[config.mk]
export PLATFORM = sky130hd
export DESIGN_NAME = multi_policy_job_scheduler_flat
export DESIGN_NICKNAME = d
export VERILOG_FILES = /design/src/mpjs_pkg.sv /design/src/mpjs_if.sv /design/src/mpjs_ram.sv /design/src/multi_policy_job_scheduler.sv /design/src/flat_wrapper.sv
export SDC_FILE = /design/constraint.sdc
export NUM_CORES = 2
export LEC_CHECK = 0
export ABC_AREA = 1
export ABC_CLOCK_PERIOD_IN_PS = 17450
export BUFFER_PORTS_ARGS = -buffer_cell sky130_fd_sc_hd__buf_2
export CAP_MARGIN = 25
export CORE_MARGIN = 3
export CORE_UTILIZATION = 52
export DETAILED_ROUTE_END_ITERATION = 8
export MAX_ROUTING_LAYER = met4
export PLACE_DENSITY = 0.69
export SYNTH_ARGS = -nofsm -noshare
export SYNTH_HDL_FRONTEND = slang
export SYNTH_HIERARCHICAL = 1
export SYNTH_SLANG_ARGS = --single-unit
export TNS_END_PERCENT = 30
[constraint.sdc]
create_clock -name clk -period 17.45 [get_ports clk]
set_clock_uncertainty 0.1 [all_clocks]
set_input_delay 0 -clock clk [delete_from_list [all_inputs] [get_ports clk]]
set_output_delay 0 -clock clk [all_outputs]
set_load 0.01 [all_outputs]
[src/mpjs_pkg.sv]
// package for the multi-policy job scheduler
// holds sizes, action and policy codes, the sequencer state type and payload structs
// no dependencies
package mpjs_pkg;

	localparam int MaxJobsDefault = 16;
	localparam int SlotW = 4;
	localparam int TimeW = 32;
	localparam int ValW = 16;
	localparam int TickW = 33;
	localparam int SumW = 48;
	localparam int CntW = 16;
	localparam int PolW = 3;
	localparam int KeyW = 34;

	typedef enum logic [1:0] {
		ACT_ARRIVE = 2'd0,
		ACT_QUANTUM = 2'd1,
		ACT_FINISH = 2'd2,
		ACT_NONE = 2'd3
	} action_t;

	localparam logic [PolW-1:0] POL_FCFS = 3'd0;
	localparam logic [PolW-1:0] POL_PRIO = 3'd1;
	localparam logic [PolW-1:0] POL_PPRIO = 3'd2;
	localparam logic [PolW-1:0] POL_SRT = 3'd3;
	localparam logic [PolW-1:0] POL_RR = 3'd4;
	localparam logic [PolW-1:0] POL_SJF = 3'd5;

	typedef enum logic [2:0] {
		ST_IDLE,
		ST_READ,
		ST_UPDATE,
		ST_SCAN,
		ST_DONE
	} state_t;

	typedef struct packed {
		logic [1:0] action;
		logic [SlotW-1:0] job_slot;
		logic slot_present;
		logic [TimeW-1:0] event_time;
		logic [ValW-1:0] job_priority;
		logic [ValW-1:0] run_length;
	} req_t;

	typedef struct packed {
		logic next_valid;
		logic [SlotW-1:0] next_slot;
		logic signed [SumW-1:0] waiting_total;
		logic signed [SumW-1:0] turnaround_total;
		logic signed [SumW-1:0] response_total;
		logic [CntW-1:0] jobs_done;
	} rsp_t;

	// one table row; ticks are 33-bit signed, all ones means never ran
	typedef struct packed {
		logic [TimeW-1:0] arrival;
		logic [ValW-1:0] prio;
		logic [ValW-1:0] remaining;
		logic [ValW-1:0] total;
		logic [TickW-1:0] last_run;
		logic [TickW-1:0] first_start;
	} entry_t;

	localparam int EntryW = $bits(entry_t);

endpackage

[src/mpjs_if.sv]
// valid/ready channel interfaces for the scheduler
// depends on mpjs_pkg
interface mpjs_req_if import mpjs_pkg::*; ();
	logic valid;
	logic ready;
	req_t data;
	modport source (output valid, output data, input ready);
	modport sink (input valid, input data, output ready);
endinterface

interface mpjs_rsp_if import mpjs_pkg::*; ();
	logic valid;
	logic ready;
	rsp_t data;
	modport source (output valid, output data, input ready);
	modport sink (input valid, input data, output ready);
endinterface

[src/mpjs_ram.sv]
// generic single-port-write, single-read ram with registered read
// no dependencies
module mpjs_ram #(
	parameter int Width = 8,
	parameter int Depth = 16
) (
	input logic clk,
	input logic we,
	input logic [$clog2(Depth)-1:0] waddr,
	input logic [Width-1:0] wdata,
	input logic [$clog2(Depth)-1:0] raddr,
	output logic [Width-1:0] rdata
);
	logic [Width-1:0] mem [Depth];

	always_ff @(posedge clk) begin
		if (we) begin
			mem[waddr] <= wdata;
		end
		rdata <= mem[raddr];
	end
endmodule

[src/multi_policy_job_scheduler.sv]
// multi-policy job scheduler: for each input beat the slot's row is read and updated, then row 0
// is fetched and a min scan takes one row per cycle through the ram's one read port before the
// result is presented; a kept job under a non-preemptive policy skips the scan. one item at a
// time: no new input beat is taken until the result has been taken. arst_n clears the used bits,
// totals, count and policy; the job table holds junk until a slot is written, and a row's
// contents are never used before that.
module multi_policy_job_scheduler import mpjs_pkg::*; #(
	parameter int MAX_JOBS = MaxJobsDefault
) (
	input logic clk,
	input logic arst_n,
	input logic cfg_we,
	input logic [PolW-1:0] cfg_wdata,
	mpjs_req_if.sink req,
	mpjs_rsp_if.source rsp
);
	localparam int IdxW = $clog2(MAX_JOBS);
	localparam int CntW2 = $clog2(MAX_JOBS + 1);

	state_t state_q, state_d;
	logic [PolW-1:0] policy_q;
	req_t req_q;
	logic [MAX_JOBS-1:0] used_q;
	logic [SumW-1:0] sum_w_q, sum_t_q, sum_r_q;
	logic [CntW-1:0] done_q;
	logic [CntW2-1:0] scan_q;
	logic found_q;
	logic [IdxW-1:0] best_q;
	logic [KeyW-1:0] best_key_q;
	logic [TimeW-1:0] best_arr_q;
	logic keep_q;
	rsp_t rsp_q;

	logic we;
	logic [IdxW-1:0] waddr, raddr;
	entry_t wdata, rdata;

	mpjs_ram #(.Width(EntryW), .Depth(MAX_JOBS)) u_ram (
		.clk(clk), .we(we), .waddr(waddr), .wdata(wdata),
		.raddr(raddr), .rdata(rdata)
	);

	// slot field may exceed the table at small MAX_JOBS
	logic ok;
	logic [IdxW-1:0] sidx;
	assign ok = {{(32-SlotW){1'b0}}, req_q.job_slot} < MAX_JOBS;
	assign sidx = ok ? IdxW'(req_q.job_slot) : '0;

	// primary key of the row being scanned, widened to a common width (sign-extended for rr, else zero-extended)
	logic [KeyW-1:0] key;
	always_comb begin
		case (policy_q)
			POL_PRIO, POL_PPRIO: key = KeyW'(rdata.prio);
			POL_SRT: key = KeyW'(rdata.remaining);
			POL_RR: key = {rdata.last_run[TickW-1], rdata.last_run};
			POL_SJF: key = KeyW'(rdata.total);
			default: key = KeyW'(rdata.arrival);
		endcase
	end

	// the shared compare unit
	logic better;
	assign better = !found_q || ($signed(key) < $signed(best_key_q)) ||
		(key == best_key_q && rdata.arrival < best_arr_q);

	logic [CntW2-1:0] rd_idx;
	logic [IdxW-1:0] cur;
	assign rd_idx = scan_q - CntW2'(1);
	assign cur = rd_idx[IdxW-1:0];

	entry_t upd;
	logic [SumW-1:0] w_v, t_v, r_v;
	always_comb begin
		upd = rdata;
		if (rdata.first_start[TickW-1]) begin
			upd.first_start = TickW'(req_q.event_time) - TickW'(1);
		end
		upd.last_run = TickW'(req_q.event_time);
		if (rdata.remaining != '0) begin
			upd.remaining = rdata.remaining - ValW'(1);
		end
		t_v = SumW'(req_q.event_time) - SumW'(rdata.arrival);
		w_v = t_v - SumW'(rdata.total);
		r_v = {{(SumW-TickW){rdata.first_start[TickW-1]}}, rdata.first_start}
			- SumW'(rdata.arrival);
	end

	always_comb begin
		state_d = state_q;
		we = 1'b0;
		waddr = sidx;
		wdata = upd;
		raddr = sidx;
		req.ready = (state_q == ST_IDLE);
		unique case (state_q)
			ST_IDLE: if (req.valid) state_d = ST_READ;
			ST_READ: state_d = ST_UPDATE;
			ST_UPDATE: begin
				if (req_q.action == ACT_ARRIVE && ok) begin
					we = 1'b1;
					wdata.arrival = req_q.event_time;
					wdata.prio = req_q.job_priority;
					wdata.total = req_q.run_length;
					wdata.remaining = req_q.run_length;
					wdata.last_run = '1;
					wdata.first_start = '1;
				end else if (req_q.action == ACT_QUANTUM && req_q.slot_present && ok
						&& used_q[sidx]) begin
					we = 1'b1;
				end
				raddr = '0;
				state_d = ST_SCAN;
			end
			ST_SCAN: begin
				raddr = (scan_q < CntW2'(MAX_JOBS)) ? scan_q[IdxW-1:0] : '0;
				if (keep_q || scan_q == CntW2'(MAX_JOBS)) state_d = ST_DONE;
			end
			ST_DONE: if (rsp.ready) state_d = ST_IDLE;
			default: state_d = ST_IDLE;
		endcase
	end

	always_ff @(posedge clk or negedge arst_n) begin
		if (!arst_n) begin
			state_q <= ST_IDLE;
			policy_q <= POL_FCFS;
			used_q <= '0;
			sum_w_q <= '0;
			sum_t_q <= '0;
			sum_r_q <= '0;
			done_q <= '0;
		end else begin
			state_q <= state_d;
			if (cfg_we) policy_q <= cfg_wdata;
			if (state_q == ST_UPDATE && ok) begin
				if (req_q.action == ACT_ARRIVE) begin
					used_q[sidx] <= 1'b1;
				end else if (req_q.action == ACT_FINISH && used_q[sidx]) begin
					used_q[sidx] <= 1'b0;
					sum_w_q <= sum_w_q + w_v;
					sum_t_q <= sum_t_q + t_v;
					sum_r_q <= sum_r_q + r_v;
					done_q <= done_q + CntW'(1);
				end
			end
		end
	end

	always_ff @(posedge clk) begin
		if (state_q == ST_IDLE && req.valid) req_q <= req.data;
		if (state_q == ST_UPDATE) begin
			// first scan cycle only fetches row 0, after the update write has landed
			scan_q <= '0;
			found_q <= 1'b0;
			keep_q <= req_q.action == ACT_QUANTUM && req_q.slot_present && ok
				&& used_q[sidx] && !(policy_q == POL_PPRIO || policy_q == POL_SRT
				|| policy_q == POL_RR);
		end
		if (state_q == ST_SCAN && !keep_q) begin
			scan_q <= scan_q + CntW2'(1);
			if (scan_q != '0 && used_q[cur] && better) begin
				found_q <= 1'b1;
				best_q <= cur;
				best_key_q <= key;
				best_arr_q <= rdata.arrival;
			end
		end
		if (state_q == ST_SCAN && state_d == ST_DONE) begin
			rsp_q.waiting_total <= sum_w_q;
			rsp_q.turnaround_total <= sum_t_q;
			rsp_q.response_total <= sum_r_q;
			rsp_q.jobs_done <= done_q;
			if (keep_q) begin
				rsp_q.next_valid <= 1'b1;
				rsp_q.next_slot <= SlotW'(sidx);
			end else if (used_q[cur] && better) begin
				rsp_q.next_valid <= 1'b1;
				rsp_q.next_slot <= SlotW'(cur);
			end else begin
				rsp_q.next_valid <= found_q;
				rsp_q.next_slot <= found_q ? SlotW'(best_q) : '0;
			end
		end
	end

	assign rsp.valid = (state_q == ST_DONE);
	assign rsp.data = rsp_q;

`ifndef NO_ASSERTIONS
	a_no_accept_busy: assert property (@(posedge clk) disable iff (!arst_n)
		(state_q != ST_IDLE) |-> !req.ready) else $error("ready while busy");
	a_result_holds: assert property (@(posedge clk) disable iff (!arst_n)
		(rsp.valid && !rsp.ready) |=> (rsp.valid && $stable(rsp.data)))
		else $error("result dropped");
	a_count_step: assert property (@(posedge clk) disable iff (!arst_n)
		(state_q != ST_UPDATE) |=> $stable(done_q)) else $error("count moved");
`endif
endmodule

[src/flat_wrapper.sv]
// flat-port wrapper written by rule: the top's interface ports become plain ports
module multi_policy_job_scheduler_flat import mpjs_pkg::*;
#(
	parameter int MAX_JOBS = MaxJobsDefault
)
  (clk, arst_n, cfg_we, cfg_wdata, req_valid, req_data, req_ready, rsp_valid, rsp_data, rsp_ready);
  mpjs_req_if req_i ();
  mpjs_rsp_if rsp_i ();
  input logic clk;
  input logic arst_n;
  input logic cfg_we;
  input logic [PolW-1:0] cfg_wdata;
  input wire logic [$bits(req_i.valid)-1:0] req_valid;
  input wire logic [$bits(req_i.data)-1:0] req_data;
  output wire logic [$bits(req_i.ready)-1:0] req_ready;
  output wire logic [$bits(rsp_i.valid)-1:0] rsp_valid;
  output wire logic [$bits(rsp_i.data)-1:0] rsp_data;
  input wire logic [$bits(rsp_i.ready)-1:0] rsp_ready;
  assign req_i.valid = req_valid;
  assign req_i.data = req_data;
  assign req_ready = req_i.ready;
  assign rsp_valid = rsp_i.valid;
  assign rsp_data = rsp_i.data;
  assign rsp_i.ready = rsp_ready;
  multi_policy_job_scheduler #(.MAX_JOBS(MAX_JOBS)) u_core (.clk(clk), .arst_n(arst_n), .cfg_we(cfg_we), .cfg_wdata(cfg_wdata), .req(req_i), .rsp(rsp_i));
endmodule
==> summary.md <==
| Metric | Value |
|---|---|
| Outcome | `finished clean` |
| Clock transition at path regs | `around 60 ps` |
| Syn_area_per_cell | `10.0 um^2` |
| Initial antenna violation count | `28` |
| Max-Cap Viols | `0` |
| Final nets | `approximately 14000` |
| Post-synthesis cell area | `~140000 um^2` |
| Yosys cell types | `68` |
| Share of cells above drive strength 1 | `between 7 and 8%` |
| Vias in the first global route | `approximately 92000` |
| CP arrival | `between 7000 and 8000 ps` |
| Cts hold-fix bufs | `roughly 160` |
| Drt initial violations | `11900` |
| IO Count | `246` |
| Final Max Tran Viols | `0` |
| Resize count post-CTS | `0` |
| Sequential cell area fraction in the yosys report | `approximately 64%` |
| Via density | `between 5 and 6` |
| CP max FO | `between 60 and 70` |
| Post-Route WL | `roughly 400000 um` |
| Highest Signal Layer | `met4` |
| Die Wd | `about 520 um` |
| Worst vdd ir | `around 0.16 mV` |
| Clk_lat worst skew | `between 900 and 1000 ps` |
| Yosys reg bits | `about 3000` |
| Area Overhead vs Synth | `12.3%` |
| Gr usage total | `30.4%` |
| Post-synthesis async set-or-reset flop share | `6.12%` |
| Largest net degree at the start of global routing | `about 210` |
| Initial Util | `approximately 53%` |
| # DRC | `0` |
| Count leader, synth | `nand2_1` |
| Top-area cell type share of the netlist area | `58.6%` |
| Cells along the critical path | `nor2_1 > inv_1 > nor2_1 > nor3_2 > inv_1 > o21ai_0 > a221oi_1 > a22oi_1 > ha_1 > nand2_1 > or4_1 > nor3_1 > nand4_1 > a211o_1 > nand3_1 > nand3_1 > nor2_4 > buf_4` |
| Die area | `~270000 um^2` |
| Port bufs | `approximately 250` |
| Critical Path Sink Type | `flip-flop` |
| Clk sink count | `2976` |
| Setup crit start kind | `flip-flop` |
| Met2 Wirelength | `roughly 180000 um` |
| Main synth FF type | `edfxtp_1` |
| Clock root buffer | `clkbuf_16` |
| CP max-delay cell | `nor2_1` |
| Wl on met1 | `~160000 um` |
| Final period utilization | `around 43%` |
| Pwr Density | `about 200 nW/um^2` |
| Wirelength per Cell | `around 23 um` |
| Area contributors post-synth | `edfxtp_1, nand2_1, nand3_1, inv_1, dfrtp_1` |
| Post-Syn Instances | `13500` |
| Placed cell count | `16800` |
| Antenna-violating nets left | `0` |
| Worst EP required | `17860 ps` |
| CTS tree | `done` |
| Worst Hold Class | `in2reg` |
| Post-synth EDFFs | `around 2600` |
| GP Congestion | `roughly 1` |
| RSZ-0062 raised after global routing | `no` |
| Clk buf depth | `4` |
| Vias post-DR | `98600` |
| Hold_ws | `roughly 150 ps` |
| # Post-CTS Setup Buffers | `0` |
| H-tree levels | `5` |
| YS warnings | `6` |
| Setup tns final | `0 ps` |
| Cell taking the most area after synthesis | `edfxtp_1` |
| Minimum clock period after layout | `approximately 7500 ps` |
| Top post-synthesis cells by count | `nand2_1, edfxtp_1, nand3_1, inv_1, nor2_1` |
| Slew headroom | `12.5%` |
| Fmax | `133 MHz` |
| Final setup vio count | `0` |
| Leakage | `between 60 and 70 nW` |
| Final hold vios | `0` |
| Syn_nets | `~14000` |
| First-pass GRT wire length | `approximately 590000 um` |
| GRT Residual Overflow | `0` |
| Fin cells | `~18000` |
| Core ar. | `258000 um^2` |
| Num CTS Buffers | `approximately 330` |
| Crit-path max cell delay | `around 770 ps` |
| Filler cells | `between 20000 and 25000` |
| Kind of critical path | `reg2reg` |
| 1st-pass router iterations | `9` |
| Met3 routed WL | `approximately 37000 um` |
| Row count | `~190` |
| Worst Max-Slew Pin Slew | `~1300 ps` |
| Height of the die | `517 um` |
| Dpl hpwl | `between 200000 and 250000 um` |
[logic make-up after synthesis]
group                      share of synthesized area (%)
xor gates and xnor gates                            1.23
and+or+nand+nor                                     21.4
buffers and inverters                               6.58
muxes                                             0.0148
AOI/OAI and AO/OA                                   3.82
DFF                                                 64.2
adders and majority gates                           2.76
[state kept, by name, summed over array words and instances (netlist names), named ones only]
register            flops
u_core/sum_r_q         48
u_core/scan_q           5
u_core/done_q          16
u_core/sum_w_q         48
u_core/sum_t_q         48
u_core/policy_q         3
u_core/u_ram/mem     2336
u_core/req_q           67
u_core/best_arr_q      32
u_core/u_ram/rdata    146
u_core/best_key_q      33
u_core/state_q          3
u_core/rsp.data       165
u_core/keep_q           1
u_core/sidx             4
u_core/best_q           4
u_core/found_q          1
[report_power, final]
group / internal, mW / switching [mW] / leakage (nW) / total, mW
sequential: 9.31 / 0.552 / 27.7 / 9.86
combinational: 3.72 / 9.44 / 31.4 / 13.2
clock: 3.99 / 2.75 / 5.08 / 6.75
total: 17.0 / 12.7 / 64.2 / 29.8
[worst max-delay path, delay by kind of cell, from the launching register on]
kind	cells	cell delay [ps]
flip-flops	1	400
buffers and inverters	3	1470
AO/OA/AOI/OAI	4	1020
AND/OR/NAND/NOR	10	3530
adder cells (fa/ha/maj)	1	370
[per-stage QoR]
stage	utilization (%)	setup slack [ps]	area [um^2]	power [mW]
2_1_floorplan	-	8560	136000	18.6
3_3_place_gp	54.3	9760	140000	22.7
3_5_place_dp	54.3	10100	140000	22.8
4_1_cts	59.0	9980	152000	29.6
5_1_grt	59.0	9580	152000	31.5
6_report	59.0	9940	152000	29.8
[cell usage in the layout (no fill, tap or decap), types with 19 or more instances in the layout]
| cell type | instances |
|---|---|
| a21oi_1 | 353 |
| a31oi_1 | 60 |
| buf_2 | 244 |
| buf_4 | 168 |
| bufinv_16 | 30 |
| clkbuf_1 | 59 |
| clkbuf_16 | 329 |
| clkbuf_8 | 24 |
| clkinv_1 | 50 |
| clkinv_2 | 51 |
| dfrtp_1 | 182 |
| dfxtp_1 | 147 |
| dlygate4sd3_1 | 156 |
| edfxtp_1 | 2647 |
| ha_1 | 289 |
| inv_1 | 1623 |
| inv_2 | 19 |
| nand2_1 | 4353 |
| nand2_2 | 26 |
| nand3_1 | 1885 |
| nand4_1 | 58 |
| nor2_1 | 359 |
| nor2_2 | 23 |
| nor2_4 | 27 |
| nor3_1 | 41 |
| o21a_1 | 23 |
| o21ai_0 | 337 |
| o21ai_1 | 30 |
| or2_2 | 54 |
| xnor2_1 | 72 |
| xor2_1 | 118 |
[routing by layer]
| layer | track usage, % | vias to the layer above |
|---|---|---|
| li1 | - | 45800 |
| met1 | 41.6 | 47200 |
| met2 | 45.8 | 4787 |
| met3 | 4.28 | 868 |
| met4 | 12.7 | 0 |
| met5 | - | - |
[worst paths after layout]
kind / cells past startpoint / endpoint / from / slack (ps)
hold reg to reg: 0 / u_core/rsp.data[13] / u_core/done_q[13] / 350
setup / recovery: 18 / u_core/best_arr_q[23] / u_core/policy_q[2] / 9940
max in group asynchronous: 5 / u_core/sum_t_q[10] / arst_n / 15390
min in group asynchronous: 4 / u_core/done_q[15] / arst_n / 160
setup reg to reg: 18 / u_core/best_arr_q[23] / u_core/policy_q[2] / 9940
hold / removal: 4 / u_core/policy_q[1] / cfg_we / 150
[cell type report]
class                   count  area, um^2  area share [%]
well taps                3384        4230            2.78
repair buffers            592        4530            2.97
flip-flops and latches   2976       87000            57.1
diodes                     17        42.5          0.0279
multi-input cells        8313       39900            26.2
clock inverters           161        1620            1.06
inverters                1651        6240            4.10
clock buffers             411        8770            5.76
(Power assumes the default switching activity.)
